`config.mk`:
```
export PLATFORM = sky130hd
export DESIGN_NAME = multi_stepper_position_sequencer_top
export DESIGN_NICKNAME = d
export VERILOG_FILES = /design/src/rtl/msps_pkg.sv /design/src/rtl/msps_cell.sv /design/src/rtl/multi_stepper_position_sequencer_top.sv
export SDC_FILE = /design/constraint.sdc
export NUM_CORES = 2
export LEC_CHECK = 0
export BUFFER_PORTS_ARGS = -buffer_cell sky130_fd_sc_hd__buf_2
export CAP_MARGIN = 20
export CORE_UTILIZATION = 35
export CTS_CLUSTER_DIAMETER = 30
export DETAILED_ROUTE_END_ITERATION = 6
export SLEW_MARGIN = 25
export SYNTH_ARGS = -nofsm -noshare
export SYNTH_HDL_FRONTEND = slang
export SYNTH_SLANG_ARGS = --single-unit
```
`constraint.sdc`:
```
create_clock -name clock -period 37.1 [get_ports clock]
set_input_delay 0 -clock clock [delete_from_list [all_inputs] [get_ports clock]]
set_output_delay 0 -clock clock [all_outputs]
set_load 0.02 [all_outputs]
```
`src/rtl/msps_pkg.sv`:
```
`timescale 1ns / 1ps
// ----------------------------------------------------------------------------
// msps_pkg
// Shared types, constants and helpers for the multi-stepper position
// sequencer.
// ----------------------------------------------------------------------------
package msps_pkg;

   localparam int MOTORS_DEFAULT = 4;
   localparam int ADDR_SLOTS     = 4;
   localparam int ADDR_W         = 7;
   localparam int POS_W          = 32;
   localparam int MOTOR_W        = 3;
   localparam int IDX_W          = 2;
   localparam int CNT_W          = 3;
   localparam int MASK_W         = 4;
   localparam int ADDRS_W        = 28;
   localparam int CSR_IDX_W      = 2;
   localparam int CSR_DATA_W     = 28;
   localparam int ACTIVE_W       = 4;
   localparam int BEAT_W         = 2;
   localparam int NIBBLE_W       = 4;
   localparam int COIL_W         = 8;

   localparam logic [BEAT_W-1:0] BEAT_LAST = 2'd3;

   typedef enum logic [1:0] {
      OP_TICK,
      OP_MOVE,
      OP_SET,
      OP_READ
   } op_type;

   typedef enum logic [CSR_IDX_W-1:0] {
      CSR_MOTOR_COUNT,
      CSR_NIBBLE_MASK,
      CSR_EXP_ADDR
   } csr_type;

   typedef enum logic {
      KIND_COIL,
      KIND_REPORT
   } kind_type;

   typedef enum logic {
      ST_IDLE,
      ST_BUSY
   } state_type;

   typedef struct packed {
      op_type                  op;
      logic [MOTOR_W-1:0]      motor;
      logic signed [POS_W-1:0] value;
   } req_type;

   typedef struct packed {
      kind_type                kind;
      logic [IDX_W-1:0]        motor_index;
      logic [ADDR_W-1:0]       bus_address;
      logic [COIL_W-1:0]       coil_pattern;
      logic signed [POS_W-1:0] position;
      logic                    last;
   } rsp_type;

   // transaction travelling down the cell chain
   typedef struct packed {
      logic               valid;
      op_type             op;
      logic [MOTOR_W-1:0] motor;
      logic [POS_W-1:0]   value;
      logic [POS_W-1:0]   data;
   } token_type;

   typedef struct packed {
      logic step;
      logic up;
      logic busy;
   } cell_status_type;

   localparam logic [NIBBLE_W-1:0] COIL_SEQ [4] = '{4'hC, 4'h6, 4'h3, 4'h9};

   function automatic logic [COIL_W-1:0] coil_byte(input logic up,
                                                    input logic [BEAT_W-1:0] beat,
                                                    input logic high);
      logic [BEAT_W-1:0]   sel;
      logic [NIBBLE_W-1:0] pat;
      sel = up ? beat : (BEAT_LAST - beat);
      pat = COIL_SEQ[sel];
      return high ? {pat, 4'h0} : {4'h0, pat};
   endfunction

endpackage

```
`src/rtl/msps_cell.sv`:
```
`timescale 1ns / 1ps
// ----------------------------------------------------------------------------
// msps_cell
// One motor's position cell: holds current and target position, acts on the
// transaction passing through and hands it on to the next cell.
// ----------------------------------------------------------------------------
module msps_cell #(
   parameter int INDEX = 0
) (
   input  logic                                 clock,
   input  logic                                 reset,
   input  logic                                 adv,
   input  logic [msps_pkg::ACTIVE_W-1:0]        active,
   input  msps_pkg::token_type                  token_in,
   output msps_pkg::token_type                  token_out,
   output msps_pkg::cell_status_type            status
);

   msps_pkg::token_type              token_ff;
   logic [msps_pkg::POS_W-1:0]       cur_ff, cur_in;
   logic [msps_pkg::POS_W-1:0]       tgt_ff, tgt_in;
   logic                             in_active;
   logic                             match;
   logic                             off;
   logic                             up;
   logic                             step;

   always_comb begin
      in_active = msps_pkg::ACTIVE_W'(INDEX) < active;
      match     = token_ff.motor == msps_pkg::MOTOR_W'(INDEX);
      off       = cur_ff != tgt_ff;
      up        = $signed(tgt_ff) > $signed(cur_ff);
      step      = token_ff.valid && (token_ff.op == msps_pkg::OP_TICK) && in_active && off;

      status.step = step;
      status.up   = up;
      status.busy = in_active && off;

      token_out = token_ff;
      if (token_ff.valid && (token_ff.op == msps_pkg::OP_READ) && match) begin
         token_out.data = cur_ff;
      end

      cur_in = cur_ff;
      tgt_in = tgt_ff;
      if (adv && token_ff.valid) begin
         unique case (token_ff.op)
            msps_pkg::OP_TICK: begin
               if (step) begin
                  cur_in = up ? cur_ff + 1'b1 : cur_ff - 1'b1;
               end
            end
            msps_pkg::OP_MOVE: begin
               if (match && in_active) begin
                  tgt_in = cur_ff + token_ff.value;
               end
            end
            msps_pkg::OP_SET: begin
               if (match) begin
                  cur_in = token_ff.value;
                  tgt_in = token_ff.value;
               end
            end
            msps_pkg::OP_READ: begin
            end
         endcase
      end
   end

   always_ff @(posedge clock) begin
      if (reset) begin
         token_ff.valid <= 1'b0;
         cur_ff         <= '0;
         tgt_ff         <= '0;
      end else begin
         if (adv) begin
            token_ff <= token_in;
         end
         cur_ff <= cur_in;
         tgt_ff <= tgt_in;
      end
   end

endmodule

```
`src/rtl/multi_stepper_position_sequencer_top.sv`:
```
`timescale 1ns / 1ps
// ----------------------------------------------------------------------------
// multi_stepper_position_sequencer_top
// Stepper position sequencer: a chain of per-motor cells that a transaction
// walks through, one cell per cycle unless the chain is held.
// ----------------------------------------------------------------------------
// Each accepted transaction enters cell 0 and moves one cell per cycle to the
// end of the chain unless the chain is held; a read's report then leaves
// through the output register. A tick holds at every active motor that is off
// target while that motor's four coil writes go out, and output stalls hold
// the chain too. One transaction is in flight at a time; the next is taken
// once the chain is empty again.
// ----------------------------------------------------------------------------
module multi_stepper_position_sequencer_top #(
   parameter int MOTORS = msps_pkg::MOTORS_DEFAULT
) (
   input  logic                                 clock,
   input  logic                                 reset,
   input  logic                                 req_valid,
   output logic                                 req_stall,
   input  msps_pkg::req_type                    req_data,
   output logic                                 rsp_valid,
   input  logic                                 rsp_stall,
   output msps_pkg::rsp_type                    rsp_data,
   input  logic                                 csr_we,
   input  logic [msps_pkg::CSR_IDX_W-1:0]       csr_index,
   input  logic [msps_pkg::CSR_DATA_W-1:0]      csr_wdata
);

   msps_pkg::state_type               state_ff, state_in;
   logic [msps_pkg::CNT_W-1:0]        motor_count_ff, motor_count_in;
   logic [msps_pkg::MASK_W-1:0]       mask_ff, mask_in;
   logic [msps_pkg::ADDRS_W-1:0]      exp_addr_ff, exp_addr_in;
   logic [msps_pkg::BEAT_W-1:0]       beat_ff, beat_in;
   logic                              rsp_valid_ff, rsp_valid_in;
   msps_pkg::rsp_type                 rsp_ff, rsp_in;

   msps_pkg::token_type               token_chain [MOTORS+1];
   msps_pkg::cell_status_type         cell_status [MOTORS];
   logic [msps_pkg::ADDR_W-1:0]       cell_addr [MOTORS];
   logic [MOTORS-1:0]                 cell_high;
   logic [MOTORS-1:0]                 step_vec;

   logic [msps_pkg::ACTIVE_W-1:0]     active;
   logic                              accept;
   logic                              adv;
   logic                              free;
   logic                              tail_read;
   logic                              seen;
   logic                              later;
   logic [msps_pkg::MOTOR_W-1:0]      hold_idx;
   logic                              hold_up;
   logic                              hold_high;
   logic [msps_pkg::ADDR_W-1:0]       hold_addr;

   assign rsp_valid = rsp_valid_ff;
   assign rsp_data  = rsp_ff;
   assign accept    = req_valid && !req_stall;

   always_comb begin
      if ({1'b0, motor_count_ff} < msps_pkg::ACTIVE_W'(MOTORS)) begin
         active = {1'b0, motor_count_ff};
      end else begin
         active = msps_pkg::ACTIVE_W'(MOTORS);
      end
   end

   always_comb begin
      token_chain[0].valid = accept;
      token_chain[0].op    = req_data.op;
      token_chain[0].motor = req_data.motor;
      token_chain[0].value = req_data.value;
      token_chain[0].data  = '0;
   end

   genvar g;
   generate
      for (g = 0; g < MOTORS; g++) begin : g_cell
         msps_cell #(
            .INDEX (g)
         ) u_cell (
            .clock     (clock),
            .reset     (reset),
            .adv       (adv),
            .active    (active),
            .token_in  (token_chain[g]),
            .token_out (token_chain[g+1]),
            .status    (cell_status[g])
         );
         assign step_vec[g] = cell_status[g].step;
         if (g < msps_pkg::ADDR_SLOTS) begin : g_addr
            assign cell_addr[g] = exp_addr_ff[msps_pkg::ADDR_W*g +: msps_pkg::ADDR_W];
            assign cell_high[g] = mask_ff[g];
         end else begin : g_noaddr
            assign cell_addr[g] = '0;
            assign cell_high[g] = 1'b0;
         end
      end
   endgenerate

   // pick the cell that is stepping and see whether any later cell will step
   always_comb begin
      seen      = 1'b0;
      later     = 1'b0;
      hold_idx  = '0;
      hold_up   = 1'b0;
      hold_high = 1'b0;
      hold_addr = '0;
      for (int i = 0; i < MOTORS; i++) begin
         if (seen && cell_status[i].busy) begin
            later = 1'b1;
         end
         if (cell_status[i].step) begin
            seen      = 1'b1;
            hold_idx  = msps_pkg::MOTOR_W'(i);
            hold_up   = cell_status[i].up;
            hold_high = cell_high[i];
            hold_addr = cell_addr[i];
         end
      end
   end

   always_comb begin
      motor_count_in = motor_count_ff;
      mask_in        = mask_ff;
      exp_addr_in    = exp_addr_ff;
      if (csr_we) begin
         unique case (csr_index)
            msps_pkg::CSR_MOTOR_COUNT: motor_count_in = csr_wdata[msps_pkg::CNT_W-1:0];
            msps_pkg::CSR_NIBBLE_MASK: mask_in        = csr_wdata[msps_pkg::MASK_W-1:0];
            msps_pkg::CSR_EXP_ADDR:    exp_addr_in    = csr_wdata[msps_pkg::ADDRS_W-1:0];
            default: begin
            end
         endcase
      end
   end

   always_comb begin
      free      = !rsp_valid_ff || !rsp_stall;
      tail_read = token_chain[MOTORS].valid && (token_chain[MOTORS].op == msps_pkg::OP_READ);
      adv       = (!(|step_vec) || (free && (beat_ff == msps_pkg::BEAT_LAST)))
                  && (!tail_read || free);

      rsp_in       = rsp_ff;
      rsp_valid_in = rsp_valid_ff && rsp_stall;
      beat_in      = beat_ff;

      if ((|step_vec) && free) begin
         rsp_valid_in        = 1'b1;
         rsp_in.kind         = msps_pkg::KIND_COIL;
         rsp_in.motor_index  = hold_idx[msps_pkg::IDX_W-1:0];
         rsp_in.bus_address  = hold_addr;
         rsp_in.coil_pattern = msps_pkg::coil_byte(hold_up, beat_ff, hold_high);
         rsp_in.position     = '0;
         rsp_in.last         = (beat_ff == msps_pkg::BEAT_LAST) && !later;
         beat_in             = beat_ff + 1'b1;
      end else if (tail_read && free) begin
         rsp_valid_in        = 1'b1;
         rsp_in.kind         = msps_pkg::KIND_REPORT;
         rsp_in.motor_index  = token_chain[MOTORS].motor[msps_pkg::IDX_W-1:0];
         rsp_in.bus_address  = '0;
         rsp_in.coil_pattern = '0;
         rsp_in.position     = token_chain[MOTORS].data;
         rsp_in.last         = 1'b1;
      end

      state_in  = state_ff;
      req_stall = 1'b1;
      unique case (state_ff)
         msps_pkg::ST_IDLE: begin
            req_stall = 1'b0;
            if (req_valid) begin
               state_in = msps_pkg::ST_BUSY;
            end
         end
         msps_pkg::ST_BUSY: begin
            if (token_chain[MOTORS].valid && adv) begin
               state_in = msps_pkg::ST_IDLE;
            end
         end
      endcase
   end

   always_ff @(posedge clock) begin
      if (reset) begin
         state_ff       <= msps_pkg::ST_IDLE;
         motor_count_ff <= '0;
         mask_ff        <= '0;
         exp_addr_ff    <= '0;
         beat_ff        <= '0;
         rsp_valid_ff   <= 1'b0;
      end else begin
         state_ff       <= state_in;
         motor_count_ff <= motor_count_in;
         mask_ff        <= mask_in;
         exp_addr_ff    <= exp_addr_in;
         beat_ff        <= beat_in;
         rsp_valid_ff   <= rsp_valid_in;
      end
   end

   always_ff @(posedge clock) begin
      rsp_ff <= rsp_in;
   end

endmodule

```
==> results by group <==
Place
  • Pre-CTS WS: between 30 and 40 ns
  • HPWL Detailed: around 78000 um
  • Global placement routability congestion: a little over 0.9
  • # port buffers: about 120

Floorplanning
  • I/O pins: ~130
  • Die area: between 100000 and 150000 um^2
  • Core ar.: 108000 um^2
  • Cell row count: 120
  • Starting density of the core: a little over a third
  • Die H: between 300 and 400 um
  • Width of the die: 333 um

Detailed routing
  • Final wirelength: 109000 um
  • Vias: between 30000 and 40000
  • DRC: 0
  • DRT antenna net count: 0
  • Wire per inst: roughly 18 um
  • Vias/cell: about 5.4
  • First drt pass iteration count: 5
  • Iter 0 DRT Violations: ~2300

Timing
  • Final Skew: 0.0408 ns
  • Final setup margin: 30.43 ns
  • Minimum clock period: roughly 6.7 ns
  • Worst-Margin Slew: between 1 and 1.5 ns
  • Final setup viols: 0
  • Final setup TNS: 0 ns
  • Fmax: between 0.1 and 0.15 GHz
  • Worst hold margin: -0.00904 ns
  • Hold Fails Final Rpt: 2
  • Slew headroom: 21.4%
  • Post-route clock period utilization: ~18%
  • RSZ-0062 raised after global routing: no
  • Fin. max-slew vios: 0

Final layout
  • Layout cells sized above 1: between 10% and 20%
  • Final #Nets: about 5000
  • P&R area growth vs syn: 23.2%
  • ANT cells: 0
  • Fin util: between 40% and 50%

Critical path
  • Setup crit start kind: flip-flop
  • Req. time, crit path: 37.73 ns
  • Max FO, Critical Path: 32
  • Critical setup path kind: flip-flop to flip-flop
  • CP arrival: 7.30 ns
  • Worst setup EP type: flip-flop

GRT
  • Antenna violations before repair: 0
  • GRT Residual Overflow: 0
  • Vias in the first global route: ~31000
  • Total track usage: between 10% and 20%
  • Largest net degree at the start of global routing: between 100 and 150
  • Global-route wire length before repair: roughly 170000 um

Synth
  • Avg Inst Size Synth: approximately 9.0 um^2
  • Area of the mapped netlist: 38300 um^2
  • Syn nets: 4719
  • Post-synth top flop: dfxtp_1
  • Ys async rst share: 0%
  • Biggest area consumer among synthesized cells: edfxtp_1
  • Cells after synthesis: ~4300
  • Register bit total from synthesis: approximately 590
  • Ys Warns: 0
  • Top cell type's share of synthesized area: 20.6%
  • Sequential share of the synthesized area: 37.9%
  • Largest cells by area after synthesis: edfxtp_1 (21%), dfxtp_1 (17%), ha_1 (13%)
  • Number of synthesized flops with an enable pin: approximately 260
  • Count of different cell masters after synthesis: 86

CTS
  • Clock sinks: between 500 and 600
  • Clock buffer depth: 3
  • Clock latency on the worst-skew pair: between 0.7 and 0.8 ns
  • H-tree levels: 4
  • CTS Root Cell: clkbuf_16
  • CTS tree: built
  • Clock transition at path regs: 0.05 ns
  • TritonCTS buffer count: between 150 and 200

Power
  • Leakage power: about 20 nW
  • PD cells: around 54 nW/um^2
  • Maximum vdd drop: approximately 36 uV

Flow run
  • Max_cap viols: 0

Outcome
  • Status: complete, but fails checks
  • Violated checks: negative hold slack

Worst hold path
  • Worst Hold Class: input port to flip-flop
==> state kept, by name, indices dropped and copies added, names as in the netlist <==
register / count
g_cell.u_cell.token_ff: 96
rsp_valid: 1
g_cell.u_cell.token_out: 152
state_ff: 1
g_cell.u_cell.cur_ff: 128
g_cell.u_cell.tgt_ff: 128
exp_addr_ff: 28
cell_high: 4
motor_count_ff: 3
rsp_data: 51
beat_ff: 2
==> layout by cell type, fill, tap and decap left out, types with 120 or more instances in the layout <==
cell / instances
nor2_1: 385
ha_1: 382
a21oi_1: 373
nand2_1: 353
dfxtp_1: 332
o21ai_0: 299
edfxtp_1: 262
inv_1: 214
a21o_1: 156
clkbuf_16: 153
a211oi_1: 140
dlygate4sd3_1: 136
buf_2: 123
xnor2_1: 120
==> stage by stage <==
step	std cells	area, um^2	power [mW]
2_1_floorplan	4254	38300	1.06
3_3_place_gp	5641	40400	1.16
3_5_place_dp	5642	40400	1.17
4_1_cts	6059	47200	2.57
5_1_grt	6059	47200	2.66
6_report	6059	47200	2.56
==> worst max-delay path, stage by stage (launching register included) <==
cell and delay (ns):
dfxtp_1 0.40, inv_1 0.09, ha_1 0.30, nand4_1 0.18
nor2_1 0.08, a2111oi_0 0.30, a2111oi_0 0.16, or4_1 0.49
a221oi_1 0.35, xor2_1 0.16, nand2_1 0.09, buf_4 0.39
ha_1 0.39, a21o_1 0.19, a211oi_1 0.31, or4b_1 0.51
a221oi_1 0.55, a21oi_1 0.26, o21ai_1 0.30, o31ai_1 0.18
a211oi_1 0.35, or3b_2 0.18, nand3_1 0.07, a221oi_1 0.27
==> logic make-up (layout without fill, tap and decap cells) <==
group | count (synthesis) | in the layout | synth area share, %
AO/OA/AOI/OAI | 1357 | 1357 | 22.8
AND/OR/NAND/NOR | 1198 | 1198 | 14.4
flip-flops | 594 | 594 | 37.9
buffers and inverters | 396 | 798 | 3.96
adder cells (fa/ha/maj) | 393 | 393 | 13.0
XOR/XNOR | 194 | 194 | 4.44
multiplexers | 122 | 122 | 3.40
==> synth_stat cells, drive strengths merged (64+ instances only) <==
library cell,count
nand2,353
dfxtp,332
mux2,64
edfxtp,262
a21o,157
clkbuf,150
a21oi,374
o21ai,302
ha,385
nor2,392
xnor2,120
xor2,74
a211oi,143
inv,215
nor3,118
==> power breakdown <==
part	internal, mW	switching [mW]	leakage, nW
combinational	0.173	0.266	11.9
sequential	0.713	0.0229	5.26
clock	0.944	0.437	2.60
==> worst paths after layout <==
path / from / end / slack, ns / cells after the start
max: g_cell[1].u_cell.cur_ff[20] / g_cell[1].u_cell.cur_ff[30] / 30.43 / 23
min: csr_index[0] / exp_addr_ff[3] / -0.009 / 4
max reg2reg: g_cell[1].u_cell.cur_ff[20] / g_cell[1].u_cell.cur_ff[30] / 30.43 / 23
min reg2reg: g_cell[0].u_cell.token_out[66] / g_cell[1].u_cell.token_out[66] / 0.43 / 0
==> routing by layer <==
metal	track usage, %	vias to the layer above	share of wire (%)	wire [um]
li1	-	16300	-	-
met1	27.3	15300	48	52900
met2	30.2	888	44	47700
met3	2.89	184	5.3	5750
met4	6.51	0	2.6	2790
met5	0	-	0	0
==> timing repair <==
item | 4_1_cts | 5_1_grt
hold endpoints to repair | 117 | 0
endpoints found under the setup margin | 0 | 0
gates resized for setup | 0 | 0
setup buffers | 0 | 0
hold buffers | 136 | 0
==> layout make-up <==
cell class | count | area, um^2
inverter | 215 | 807
timing repair buffer | 302 | 2310
multi-input combinational | 3264 | 22400
fill | 10300 | 60600
sequential | 594 | 14500
tap | 1403 | 1760
clock buffer | 168 | 3970
clock inverter | 113 | 1460
(Power assumes the default switching activity.)
